==> src/rtl/mfm_pkg.sv <==
`timescale 1ns / 1ps
// ----------------------------------------------------------------------------
// MDIO management frame master package
// Frame layout constants, operation codes and the result word shared by the
// sequencer and the top level.
// ----------------------------------------------------------------------------
package mfm_pkg;

    localparam int PREAMBLE_BITS = 32;
    localparam int FRAME_PERIODS = PREAMBLE_BITS + 34;
    localparam int READ_RELEASE_START = PREAMBLE_BITS + 14;
    localparam int READ_SAMPLE_START = PREAMBLE_BITS + 16;
    localparam int READ_SAMPLE_END = PREAMBLE_BITS + 32;
    localparam int WRITE_DRIVE_END = PREAMBLE_BITS + 32;

    localparam int HP_W = 10;
    localparam int IDX_W = 7;
    localparam int DATA_W = 16;
    localparam int ADDR_W = 5;

    localparam logic [HP_W-1:0] HALF_PERIOD_RESET = HP_W'(100);

    localparam logic [IDX_W-1:0] IDX_FRAME_END = IDX_W'(FRAME_PERIODS);
    localparam logic [IDX_W-1:0] IDX_RELEASE = IDX_W'(READ_RELEASE_START);
    localparam logic [IDX_W-1:0] IDX_SAMPLE_START = IDX_W'(READ_SAMPLE_START);
    localparam logic [IDX_W-1:0] IDX_SAMPLE_END = IDX_W'(READ_SAMPLE_END);
    localparam logic [IDX_W-1:0] IDX_WRITE_END = IDX_W'(WRITE_DRIVE_END);

    // Preamble ones sit just above the 32-bit header before alignment.
    localparam logic [63:0] PREAMBLE_MASK = ((64'd1 << PREAMBLE_BITS) - 64'd1) << 32;
    localparam int FRAME_ALIGN = 32 - PREAMBLE_BITS;

    typedef enum logic [1:0] {
        OP_NONE  = 2'd0,
        OP_READ  = 2'd1,
        OP_WRITE = 2'd2
    } mfm_op_t;

    // Frame opcode bits as sent on the wire.
    localparam logic [1:0] WIRE_OP_READ = 2'b10;
    localparam logic [1:0] WIRE_OP_WRITE = 2'b01;
    localparam logic [1:0] WIRE_START = 2'b01;
    localparam logic [1:0] WIRE_TURNAROUND = 2'b10;

    typedef struct packed {
        logic [DATA_W-1:0] write_data;
        logic [ADDR_W-1:0] register_address;
        logic [ADDR_W-1:0] phy_address;
        logic [1:0]        opcode;
        logic              mdio_in;
    } mfm_request_t;

    // Packed with mdc in bit 0, matching the output tdata layout.
    typedef struct packed {
        logic              read_done;
        logic [DATA_W-1:0] read_data;
        logic              accepted;
        logic              busy_res;
        logic              mdio_drive;
        logic              mdio_out;
        logic              mdc;
    } mfm_result_t;

    localparam int RESULT_W = $bits(mfm_result_t);

endpackage

==> src/rtl/mdio_management_frame_master.sv <==
`timescale 1ns / 1ps
// ----------------------------------------------------------------------------
// MDIO clause 22 management frame master
// Channel  | Direction | Contents
// s_axis   | in        | one system tick: request, addresses, data, MDIO level
// m_axis   | out       | pin levels and status after that tick
// cfg      | in        | MDC half period in ticks (10 bits, reset 100)
//
// Each input transfer yields one output transfer in the following cycle; a new
// transfer is taken every cycle while the output register is empty or drained.
// The sequencer state advances once per accepted transfer, not per clock.
// Reset is asynchronous and clears the frame state and the output valid.
// A stalled output holds its transfer and blocks input until it is taken.
// ----------------------------------------------------------------------------
module mdio_management_frame_master
(
    input  logic                     clk,
    input  logic                     rst_n,

    input  logic                     s_axis_tvalid,
    output logic                     s_axis_tready,
    // [4:0] phy_address, [9:5] register_address, [25:10] write_data,
    // [26] mdio_in, [31:27] zero
    input  logic [31:0]              s_axis_tdata,
    // [1:0] opcode
    input  logic [1:0]               s_axis_tuser,

    output logic                     m_axis_tvalid,
    input  logic                     m_axis_tready,
    // [0] mdc, [1] mdio_out, [2] mdio_drive, [3] busy_res, [4] accepted,
    // [20:5] read_data, [21] read_done, [23:22] zero
    output logic [23:0]              m_axis_tdata,

    input  logic                     cfg_valid,
    output logic                     cfg_ready,
    input  logic [mfm_pkg::HP_W-1:0] cfg_data
);

    logic [mfm_pkg::HP_W-1:0] half_period_reg;
    logic                     out_valid_reg;
    mfm_pkg::mfm_result_t     out_data_reg;
    mfm_pkg::mfm_request_t    req;
    mfm_pkg::mfm_result_t     result;
    logic                     step;

    assign cfg_ready = 1'b1;
    assign s_axis_tready = !out_valid_reg || m_axis_tready;
    assign step = s_axis_tvalid && s_axis_tready;

    assign req.phy_address = s_axis_tdata[4:0];
    assign req.register_address = s_axis_tdata[9:5];
    assign req.write_data = s_axis_tdata[25:10];
    assign req.mdio_in = s_axis_tdata[26];
    assign req.opcode = s_axis_tuser;

    mfm_seq u_seq
    (
        .clk         (clk),
        .rst_n       (rst_n),
        .step        (step),
        .half_period (half_period_reg),
        .req         (req),
        .result      (result)
    );

    always_ff @(posedge clk or negedge rst_n)
    begin
        if (!rst_n)
            half_period_reg <= mfm_pkg::HALF_PERIOD_RESET;
        else if (cfg_valid && cfg_ready)
            half_period_reg <= cfg_data;
    end

    always_ff @(posedge clk or negedge rst_n)
    begin
        if (!rst_n)
            out_valid_reg <= 1'b0;
        else if (step)
            out_valid_reg <= 1'b1;
        else if (m_axis_tready)
            out_valid_reg <= 1'b0;
    end

    always_ff @(posedge clk)
    begin
        if (step)
            out_data_reg <= result;
    end

    assign m_axis_tvalid = out_valid_reg;
    assign m_axis_tdata = {2'b00, out_data_reg};

endmodule

==> src/rtl/mfm_seq.sv <==
`timescale 1ns / 1ps
// ----------------------------------------------------------------------------
// MDIO frame sequencer
// Holds the MDC divider, frame shift register and read capture; advances by
// one system tick for every step and presents the resulting pin levels.
// ----------------------------------------------------------------------------
module mfm_seq
(
    input  logic                       clk,
    input  logic                       rst_n,
    input  logic                       step,
    input  logic [mfm_pkg::HP_W-1:0]   half_period,
    input  mfm_pkg::mfm_request_t      req,
    output mfm_pkg::mfm_result_t       result
);

    logic [63:0]                    shift_reg, shift_next;
    logic [mfm_pkg::DATA_W-1:0]     capture_reg, capture_next;
    logic [mfm_pkg::DATA_W-1:0]     hold_reg, hold_next;
    logic [mfm_pkg::IDX_W-1:0]      index_reg, index_next;
    logic [mfm_pkg::HP_W-1:0]       tick_reg, tick_next;
    logic                           level_reg, level_next;
    logic                           active_reg, active_next;
    logic                           is_read_reg, is_read_next;

    logic [mfm_pkg::HP_W-1:0]       hp_eff;
    logic [mfm_pkg::HP_W-1:0]       tick_inc;
    logic [mfm_pkg::IDX_W-1:0]      index_inc;
    logic                           start;
    logic                           start_read;
    logic [31:0]                    header;
    logic                           accepted;
    logic                           done;
    logic                           drive;

    assign hp_eff = (half_period == '0) ? mfm_pkg::HP_W'(1) : half_period;
    assign tick_inc = tick_reg + mfm_pkg::HP_W'(1);
    assign index_inc = index_reg + mfm_pkg::IDX_W'(1);
    assign start_read = (mfm_pkg::mfm_op_t'(req.opcode) == mfm_pkg::OP_READ);

    always_comb
    begin
        case (mfm_pkg::mfm_op_t'(req.opcode)) inside
            mfm_pkg::OP_READ, mfm_pkg::OP_WRITE: start = 1'b1;
            default:                             start = 1'b0;
        endcase
    end

    always_comb
    begin
        header = {mfm_pkg::WIRE_START,
                  start_read ? mfm_pkg::WIRE_OP_READ : mfm_pkg::WIRE_OP_WRITE,
                  req.phy_address, req.register_address,
                  start_read ? 18'd0 : {mfm_pkg::WIRE_TURNAROUND, req.write_data}};
    end

    always_comb
    begin
        shift_next = shift_reg;
        capture_next = capture_reg;
        hold_next = hold_reg;
        index_next = index_reg;
        tick_next = tick_reg;
        level_next = level_reg;
        active_next = active_reg;
        is_read_next = is_read_reg;
        accepted = 1'b0;
        done = 1'b0;

        if (active_reg)
        begin
            tick_next = tick_inc;
            if (tick_inc >= hp_eff)
            begin
                tick_next = '0;
                if (!level_reg)
                begin
                    // Rising MDC edge: the PHY's data bit is sampled here.
                    level_next = 1'b1;
                    if (is_read_reg && index_reg >= mfm_pkg::IDX_SAMPLE_START &&
                        index_reg < mfm_pkg::IDX_SAMPLE_END)
                    begin
                        capture_next = {capture_reg[mfm_pkg::DATA_W-2:0], req.mdio_in};
                    end
                end
                else
                begin
                    // Falling MDC edge closes the period and moves to the next bit.
                    level_next = 1'b0;
                    shift_next = {shift_reg[62:0], 1'b0};
                    index_next = index_inc;
                    if (index_inc >= mfm_pkg::IDX_FRAME_END)
                    begin
                        active_next = 1'b0;
                        index_next = '0;
                        if (is_read_reg)
                        begin
                            hold_next = capture_reg;
                            done = 1'b1;
                        end
                    end
                end
            end
        end
        else if (start)
        begin
            is_read_next = start_read;
            shift_next = (mfm_pkg::PREAMBLE_MASK | {32'd0, header}) << mfm_pkg::FRAME_ALIGN;
            capture_next = '0;
            index_next = '0;
            tick_next = '0;
            level_next = 1'b0;
            active_next = 1'b1;
            accepted = 1'b1;
        end
    end

    always_comb
    begin
        if (!active_next)
            drive = 1'b0;
        else if (is_read_next)
            drive = (index_next < mfm_pkg::IDX_RELEASE);
        else
            drive = (index_next < mfm_pkg::IDX_WRITE_END);

        result.mdc = active_next & level_next;
        result.mdio_out = drive & shift_next[63];
        result.mdio_drive = drive;
        result.busy_res = active_next;
        result.accepted = accepted;
        result.read_data = hold_next;
        result.read_done = done;
    end

    always_ff @(posedge clk or negedge rst_n)
    begin
        if (!rst_n)
        begin
            shift_reg <= '0;
            capture_reg <= '0;
            hold_reg <= '0;
            index_reg <= '0;
            tick_reg <= '0;
            level_reg <= 1'b0;
            active_reg <= 1'b0;
            is_read_reg <= 1'b0;
        end
        else if (step)
        begin
            shift_reg <= shift_next;
            capture_reg <= capture_next;
            hold_reg <= hold_next;
            index_reg <= index_next;
            tick_reg <= tick_next;
            level_reg <= level_next;
            active_reg <= active_next;
            is_read_reg <= is_read_next;
        end
    end

endmodule

==> config.mk <==
export PLATFORM = sky130hd
export DESIGN_NAME = mdio_management_frame_master
export DESIGN_NICKNAME = d
export VERILOG_FILES = /design/src/rtl/mfm_pkg.sv /design/src/rtl/mdio_management_frame_master.sv /design/src/rtl/mfm_seq.sv
export SDC_FILE = /design/constraint.sdc
export NUM_CORES = 1
export LEC_CHECK = 0
export ABC_AREA = 1
export BUFFER_PORTS_ARGS = -buffer_cell sky130_fd_sc_hd__buf_2
export CAP_MARGIN = 5
export CORE_ASPECT_RATIO = 0.9
export CORE_UTILIZATION = 53
export DETAILED_ROUTE_END_ITERATION = 12
export HOLD_SLACK_MARGIN = 0.08
export PLACE_DENSITY = 0.72
export SYNTH_ARGS = -nofsm -noshare
export SYNTH_HDL_FRONTEND = slang
export SYNTH_SLANG_ARGS = --single-unit
==> constraint.sdc <==
create_clock -name clk -period 4.4 [get_ports clk]
set_clock_uncertainty 0.2 [all_clocks]
set_input_delay 0.88 -clock clk [delete_from_list [all_inputs] [get_ports clk]]
set_output_delay 0.88 -clock clk [all_outputs]
set_load 0.05 [all_outputs]
==> results_dict.tcl, run 1 <==
set metrics [dict create \
    outcome "finished clean" \
    setup.worst_path.start_class "flop" \
    r2r-start "u_seq.tick_reg[0]" \
    max_slew_margin_pct 35.15 \
    grt_pass1_wl_mm 21.62 \
    wl_mm 12.86 \
    initial_core_util_pct 54.50 \
    first_iter_violations 356 \
    htreeDepth 4 \
    worstPathMaxFanout 67 \
    yosysWarnings 0 \
    first_pass_iters 5 \
    insertedDiodeCount 0 \
    r2r_end "u_seq.shift_reg[0]" \
    rows 39 \
    syn2layout_area_growth_pct 14.66 \
    worst_slew_pin_slew_ns 0.9728 \
    layout_setup_ws_ns 0.4912 \
    cp.arrival_ns 4.04 \
    drc 0 \
    place_area_sq_um 7348 \
    dp_hpwl_mm 8.321 \
    die_h_um 110.4 \
    die_x_um 122.4 \
    cts_buffers 17 \
    cp_data_required_time_ns 4.53 \
    finalMaxSlewViolations 0 \
    post-route-cell-area_sq_um 7928 \
    min_path_type "flop to flop" \
    ios 76 \
    synth_seq_area_share_pct 55.57 \
    setup_tns_ns 0 \
    grt_pass1_vias 4885 \
    power_density_nw_per_um2 477.7 \
    portBuffers 67 \
    gp_congestion 0.8432 \
    largest_register_ffs 64 \
    netlist_area_sq_um 6914 \
    nFillCells 1080 \
    max_cap_viol_count 0 \
    setup_violations 0 \
    ant_nets 0 \
    fin_util_pct 62.49 \
    cts_sinks 149 \
    wl_per_cell_um 12.94 \
    core_sq_um 12690 \
    clkLatencyLatePin_ns 0.42 \
    postCtsSetupBuffers 0 \
    synth_cell_type_count 37 \
    ir_drop_v 0.0002953 \
    yosys.area.top_type "dfrtp_1" \
    syn_inst 758 \
    grt_setup_unrepaired "no" \
    ys_top_cells_by_area "dfrtp_1 45%, edfxtp_1 9.6%, nand2_1 9.4%" \
    nNetsFinal 882 \
    syn_avg_cell_area_sq_um 9.122 \
    clock.fmax_ghz 0.2558 \
    antenna_found_initial 0 \
    reg2reg_depth 17 \
    holdBufCountCts 0 \
    place_inst 962 \
    post-route-min-period_ns 3.909 \
    gr-total-overflow 0 \
    yosys_register_bits 149 \
    post_cts_resized 0 \
    ctsLongestPathBuffers 2 \
    synth_top_area_share_pct 44.88 \
    crit_start "u_seq.tick_reg[0]" \
    crit_type "flop to flop" \
    finalHoldViolCount 0 \
    grtUsageTotal_pct 20.65 \
    grt_max_degree 79 \
    final_layout_size_suffix_gt1_share_pct 16.87 \
    rrSetupSlack_ns 0.49 \
    clk_pin_slew_worst_paths_ns 0.06 \
    vias 5133 \
    hp-start "u_seq.hold_reg[3]" \
    cp-endpoint "u_seq.shift_reg[0]" \
    end_kind "flop" \
    dieArea_sq_um 13510 \
    root_buffer "clkbuf_16" \
    vias_per_cell 5.164 \
    cts_tree "built" \
    post-place-ws_ns 0.5934 \
    stdcell_count 994 \
    leakagePower_nw 3.905 \
    timing.final.crit_share_pct 88.84 \
]
report_power, final:
part           leakage (nW)  switching, mW  internal [mW]  total (mW)
registers              1.76          0.122           1.63        1.75
clock network         0.287          0.531          0.875        1.41
logic                  1.85          0.435          0.197       0.632
metrics by stage:
step           power [mW]  hold slack (ns)
3_3_place_gp        2.363           0.2614
4_1_cts             3.823           0.2818
6_report            3.787           0.2817
3_5_place_dp        2.405           0.2660
5_1_grt             3.982           0.2966
2_1_floorplan       2.226           0.2492
cell families (layout without fill, tap and decap cells):
kind of cell / after synthesis / count (layout) / synth area share, %
AND/OR/NAND/NOR: 246 / 246 / 15.65
buffers and inverters: 170 / 241 / 10.01
AO/OA/AOI/OAI: 166 / 166 / 14.62
flip-flops: 149 / 149 / 55.57
adder cells (fa/ha/maj): 16 / 16 / 2.895
XOR/XNOR: 9 / 9 / 1.140
other: 2 / 3 / 0.1086
worst min-delay path by stage:
stage,endpoint,slack [ns],depth (start not counted)
detailed placement,u_seq.hold_reg[2],0.27,2
CTS,u_seq.hold_reg[2],0.28,2
finish,u_seq.hold_reg[3],0.28,2
floorplan,u_seq.hold_reg[0],0.25,2
global placement,u_seq.hold_reg[4],0.26,2
global route,u_seq.hold_reg[3],0.30,2
cells in the mapped netlist, drive strengths merged:
library cell  count
inv             133
nand3            36
buf              20
o21bai            1
conb              2
ha               16
dfrtp           124
a21o              1
o21ai           107
or2               2
nand2           179
a2bb2oi           1
o22ai            18
nand4             6
dfstp             3
nor2             21
xor2              9
a32o              1
nor3              2
o31ai             1
a22oi            31
a21oi             5
edfxtp           22
clkbuf           17
metal layers:
metal / GRT usage (%) / share of wire [%]
met1: 26.22 / 47
met2: 33.51 / 46
met3: 4.733 / 5.0
met4: 10.10 / 2.1
met5: 0 / 0
worst max-delay path, stage by stage, from the launching register on:
cell and delay (ns):
dfrtp_1 0.41, nand3_1 0.14, nor3_1 0.34, nand3_1 0.17
nor2_1 0.17, xor2_1 0.23, inv_1 0.07, ha_1 0.30
nand2_1 0.07, nor2_1 0.16, nand3_1 0.12, nand3_2 0.14
nand3_4 0.09, nand2_2 0.15, nand2_2 0.07, inv_2 0.68
nand3_1 0.16, o21ai_0 0.12
cell usage in the layout, fill, tap and decap left out, types with 3 or more instances in the layout:
master | netlist | layout
nand2_1 | 173 | 173
inv_1 | 131 | 131
dfrtp_1 | 124 | 124
o21ai_0 | 83 | 83
buf_2 | 13 | 66
nand3_1 | 33 | 33
a22oi_1 | 31 | 31
edfxtp_1 | 22 | 22
nor2_1 | 18 | 18
o22ai_1 | 18 | 18
o21ai_2 | 17 | 17
clkbuf_16 | 0 | 17
ha_1 | 16 | 16
xor2_1 | 9 | 9
buf_4 | 4 | 9
o21ai_1 | 7 | 7
nand4_1 | 6 | 6
a21oi_1 | 5 | 5
clkinv_2 | 0 | 5
nand2_2 | 3 | 3
conb_1 | 2 | 3
clkbuf_1 | 17 | 3
clkbuf_8 | 0 | 3
dfstp_2 | 3 | 3
layout make-up:
cell class | instances | area, sq um | area share [%]
sequential | 149 | 3842 | 48.47
tap | 164 | 205.2 | 2.588
multi-input combinational | 440 | 2384 | 30.07
clock buffer | 23 | 478.0 | 6.029
timing repair buffer | 76 | 417.9 | 5.271
inverter | 133 | 499.2 | 6.297
clock inverter | 9 | 101.3 | 1.278
Note: power is estimated with default switching activity, not from simulation.
==> run 2: changes to the inputs <==
Settings changed: CORE_UTILIZATION 53 to 59, PLACE_DENSITY 0.72 to 0.91.
==> results_dict.tcl, run 2 (synthesis results as in run 1) <==
set metrics [dict create \
    cts_buffers 17 \
    final_layout_size_suffix_gt1_share_pct 17.33 \
    htreeDepth 4 \
    die_x_um 116.1 \
    wl_per_cell_um 13.62 \
    min_path_type "flop to flop" \
    insertedDiodeCount 0 \
    place_inst 955 \
    ant_nets 0 \
    gp_congestion 0.8490 \
    leakagePower_nw 3.953 \
    largest_register_ffs 64 \
    grt_pass1_vias 5199 \
    vias 5205 \
    r2r_end "u_seq.shift_reg[20]" \
    setup.worst_path.start_class "flop" \
    grt-busiest-layer "met2" \
    reg2reg_depth 17 \
    antenna_found_initial 0 \
    power_density_nw_per_um2 498.4 \
    cts_sinks 149 \
    dieArea_sq_um 12160 \
    grt_use_met3_pct 7.309 \
    stdcell_count 987 \
    first_iter_violations 434 \
    postCtsSetupBuffers 0 \
    drc 0 \
    worst_slew_pin_slew_ns 0.9092 \
    gr-total-overflow 0 \
    rrSetupSlack_ns 0.53 \
    holdBufCountCts 0 \
    post-route-min-period_ns 3.868 \
    finalMaxSlewViolations 0 \
    setup_violations 0 \
    die_h_um 104.7 \
    core_sq_um 11430 \
    holdPathStages 2 \
    end_kind "flop" \
    layout_common_cells "173 x nand2_1, 131 x inv_1, 124 x dfrtp_1" \
    grt_pass1_wl_mm 23.60 \
    grt_max_degree 65 \
    dp_hpwl_mm 8.425 \
    crit_type "flop to flop" \
    cts_tree "built" \
    grt_setup_unrepaired "no" \
    finalHoldViolCount 0 \
    outcome "finished clean" \
    setup_tns_ns 0 \
    max_slew_margin_pct 39.38 \
    syn2layout_area_growth_pct 16.21 \
    min_to "u_seq.hold_reg[14]" \
    timing.final.crit_share_pct 87.90 \
    hp-start "u_seq.hold_reg[14]" \
    wl_mm 13.44 \
    ios 76 \
    grtUsageTotal_pct 25.17 \
    portBuffers 67 \
    rows 37 \
    power_mw 4.005 \
    use_met2_pct 40.18 \
    ir_drop_v 0.0003013 \
    clkLatencyLatePin_ns 0.42 \
    r2r-start "u_seq.tick_reg[0]" \
    vias_per_cell 5.274 \
    clock.fmax_ghz 0.2586 \
    worstPathMaxFanout 63 \
    gr-usage-met1_pct 32.72 \
    max_cap_viol_count 0 \
    cp.arrival_ns 3.96 \
    ctsLongestPathBuffers 2 \
    nNetsFinal 883 \
    clk_pin_slew_worst_paths_ns 0.06 \
    cp_data_required_time_ns 4.49 \
    initial_core_util_pct 60.47 \
    root_buffer "clkbuf_16" \
    first_pass_iters 7 \
    final_common_cell "nand2_1" \
    post_cts_resized 0 \
]
==> run 2: worst max path at each step <==
stage / start / end / slack [ns] / cells past startpoint
after floorplan: u_seq.tick_reg[0] / m_axis_tdata[1] / 1.19 / 19
after global placement: u_seq.tick_reg[0] / u_seq.shift_reg[0] / 0.69 / 18
after detailed placement: u_seq.tick_reg[0] / u_seq.shift_reg[1] / 0.56 / 17
after CTS: u_seq.tick_reg[0] / u_seq.shift_reg[1] / 0.54 / 17
after global routing: u_seq.tick_reg[0] / m_axis_tdata[1] / 0.12 / 18
final: u_seq.tick_reg[0] / u_seq.shift_reg[20] / 0.53 / 17
==> run 2: through the flow <==
stage	instance area [sq um]	hold slack [ns]	utilization (%)	setup slack [ns]
6_report	8035	0.2877	70.27	0.5323
5_1_grt	8035	0.3088	70.27	0.1240
4_1_cts	8035	0.2872	70.27	0.5378
3_5_place_dp	7361	0.2679	64.37	0.5558
3_3_place_gp	7361	0.2613	64.37	0.6870
2_1_floorplan	6918	0.2492	-	1.193
==> run 2: worst max-delay path, stage by stage, from the launching register on <==
cell and delay, ns:
dfrtp_1 0.43, nand3_1 0.15, nor3_1 0.37, nand3_1 0.18, nor2_1 0.15, xor2_1 0.20
inv_1 0.07, ha_1 0.29, nand2_1 0.08, nor2_1 0.15, nand3_1 0.10, nand3_2 0.13
nand3_4 0.35, nand2_2 0.28, nand2_2 0.08, inv_2 0.13, buf_12 0.24, o21ai_0 0.14
==> run 2: cell type report <==
type	instances	area (sq um)
clock buffers	24	545.5
clock inverters	8	128.9
fillers	845	3400
inverters	133	499.2
multi-input cells	440	2386
flip-flops and latches	149	3842
well taps	156	195.2
repair buffers	77	437.9
==> run 2: report_power, final <==
group	switching, mW	leakage [nW]	internal, mW
Clock	0.558	0.325	1.04
Combinational	0.452	1.86	0.200
Sequential	0.127	1.76	1.63
Total	1.14	3.95	2.87
==> run 2: routing by layer <==
metal,share of wire [%],vias to the layer above
li1,-,2550
met1,44,2473
met2,49,167
met3,5.8,15
met4,1.2,0
met5,0,-
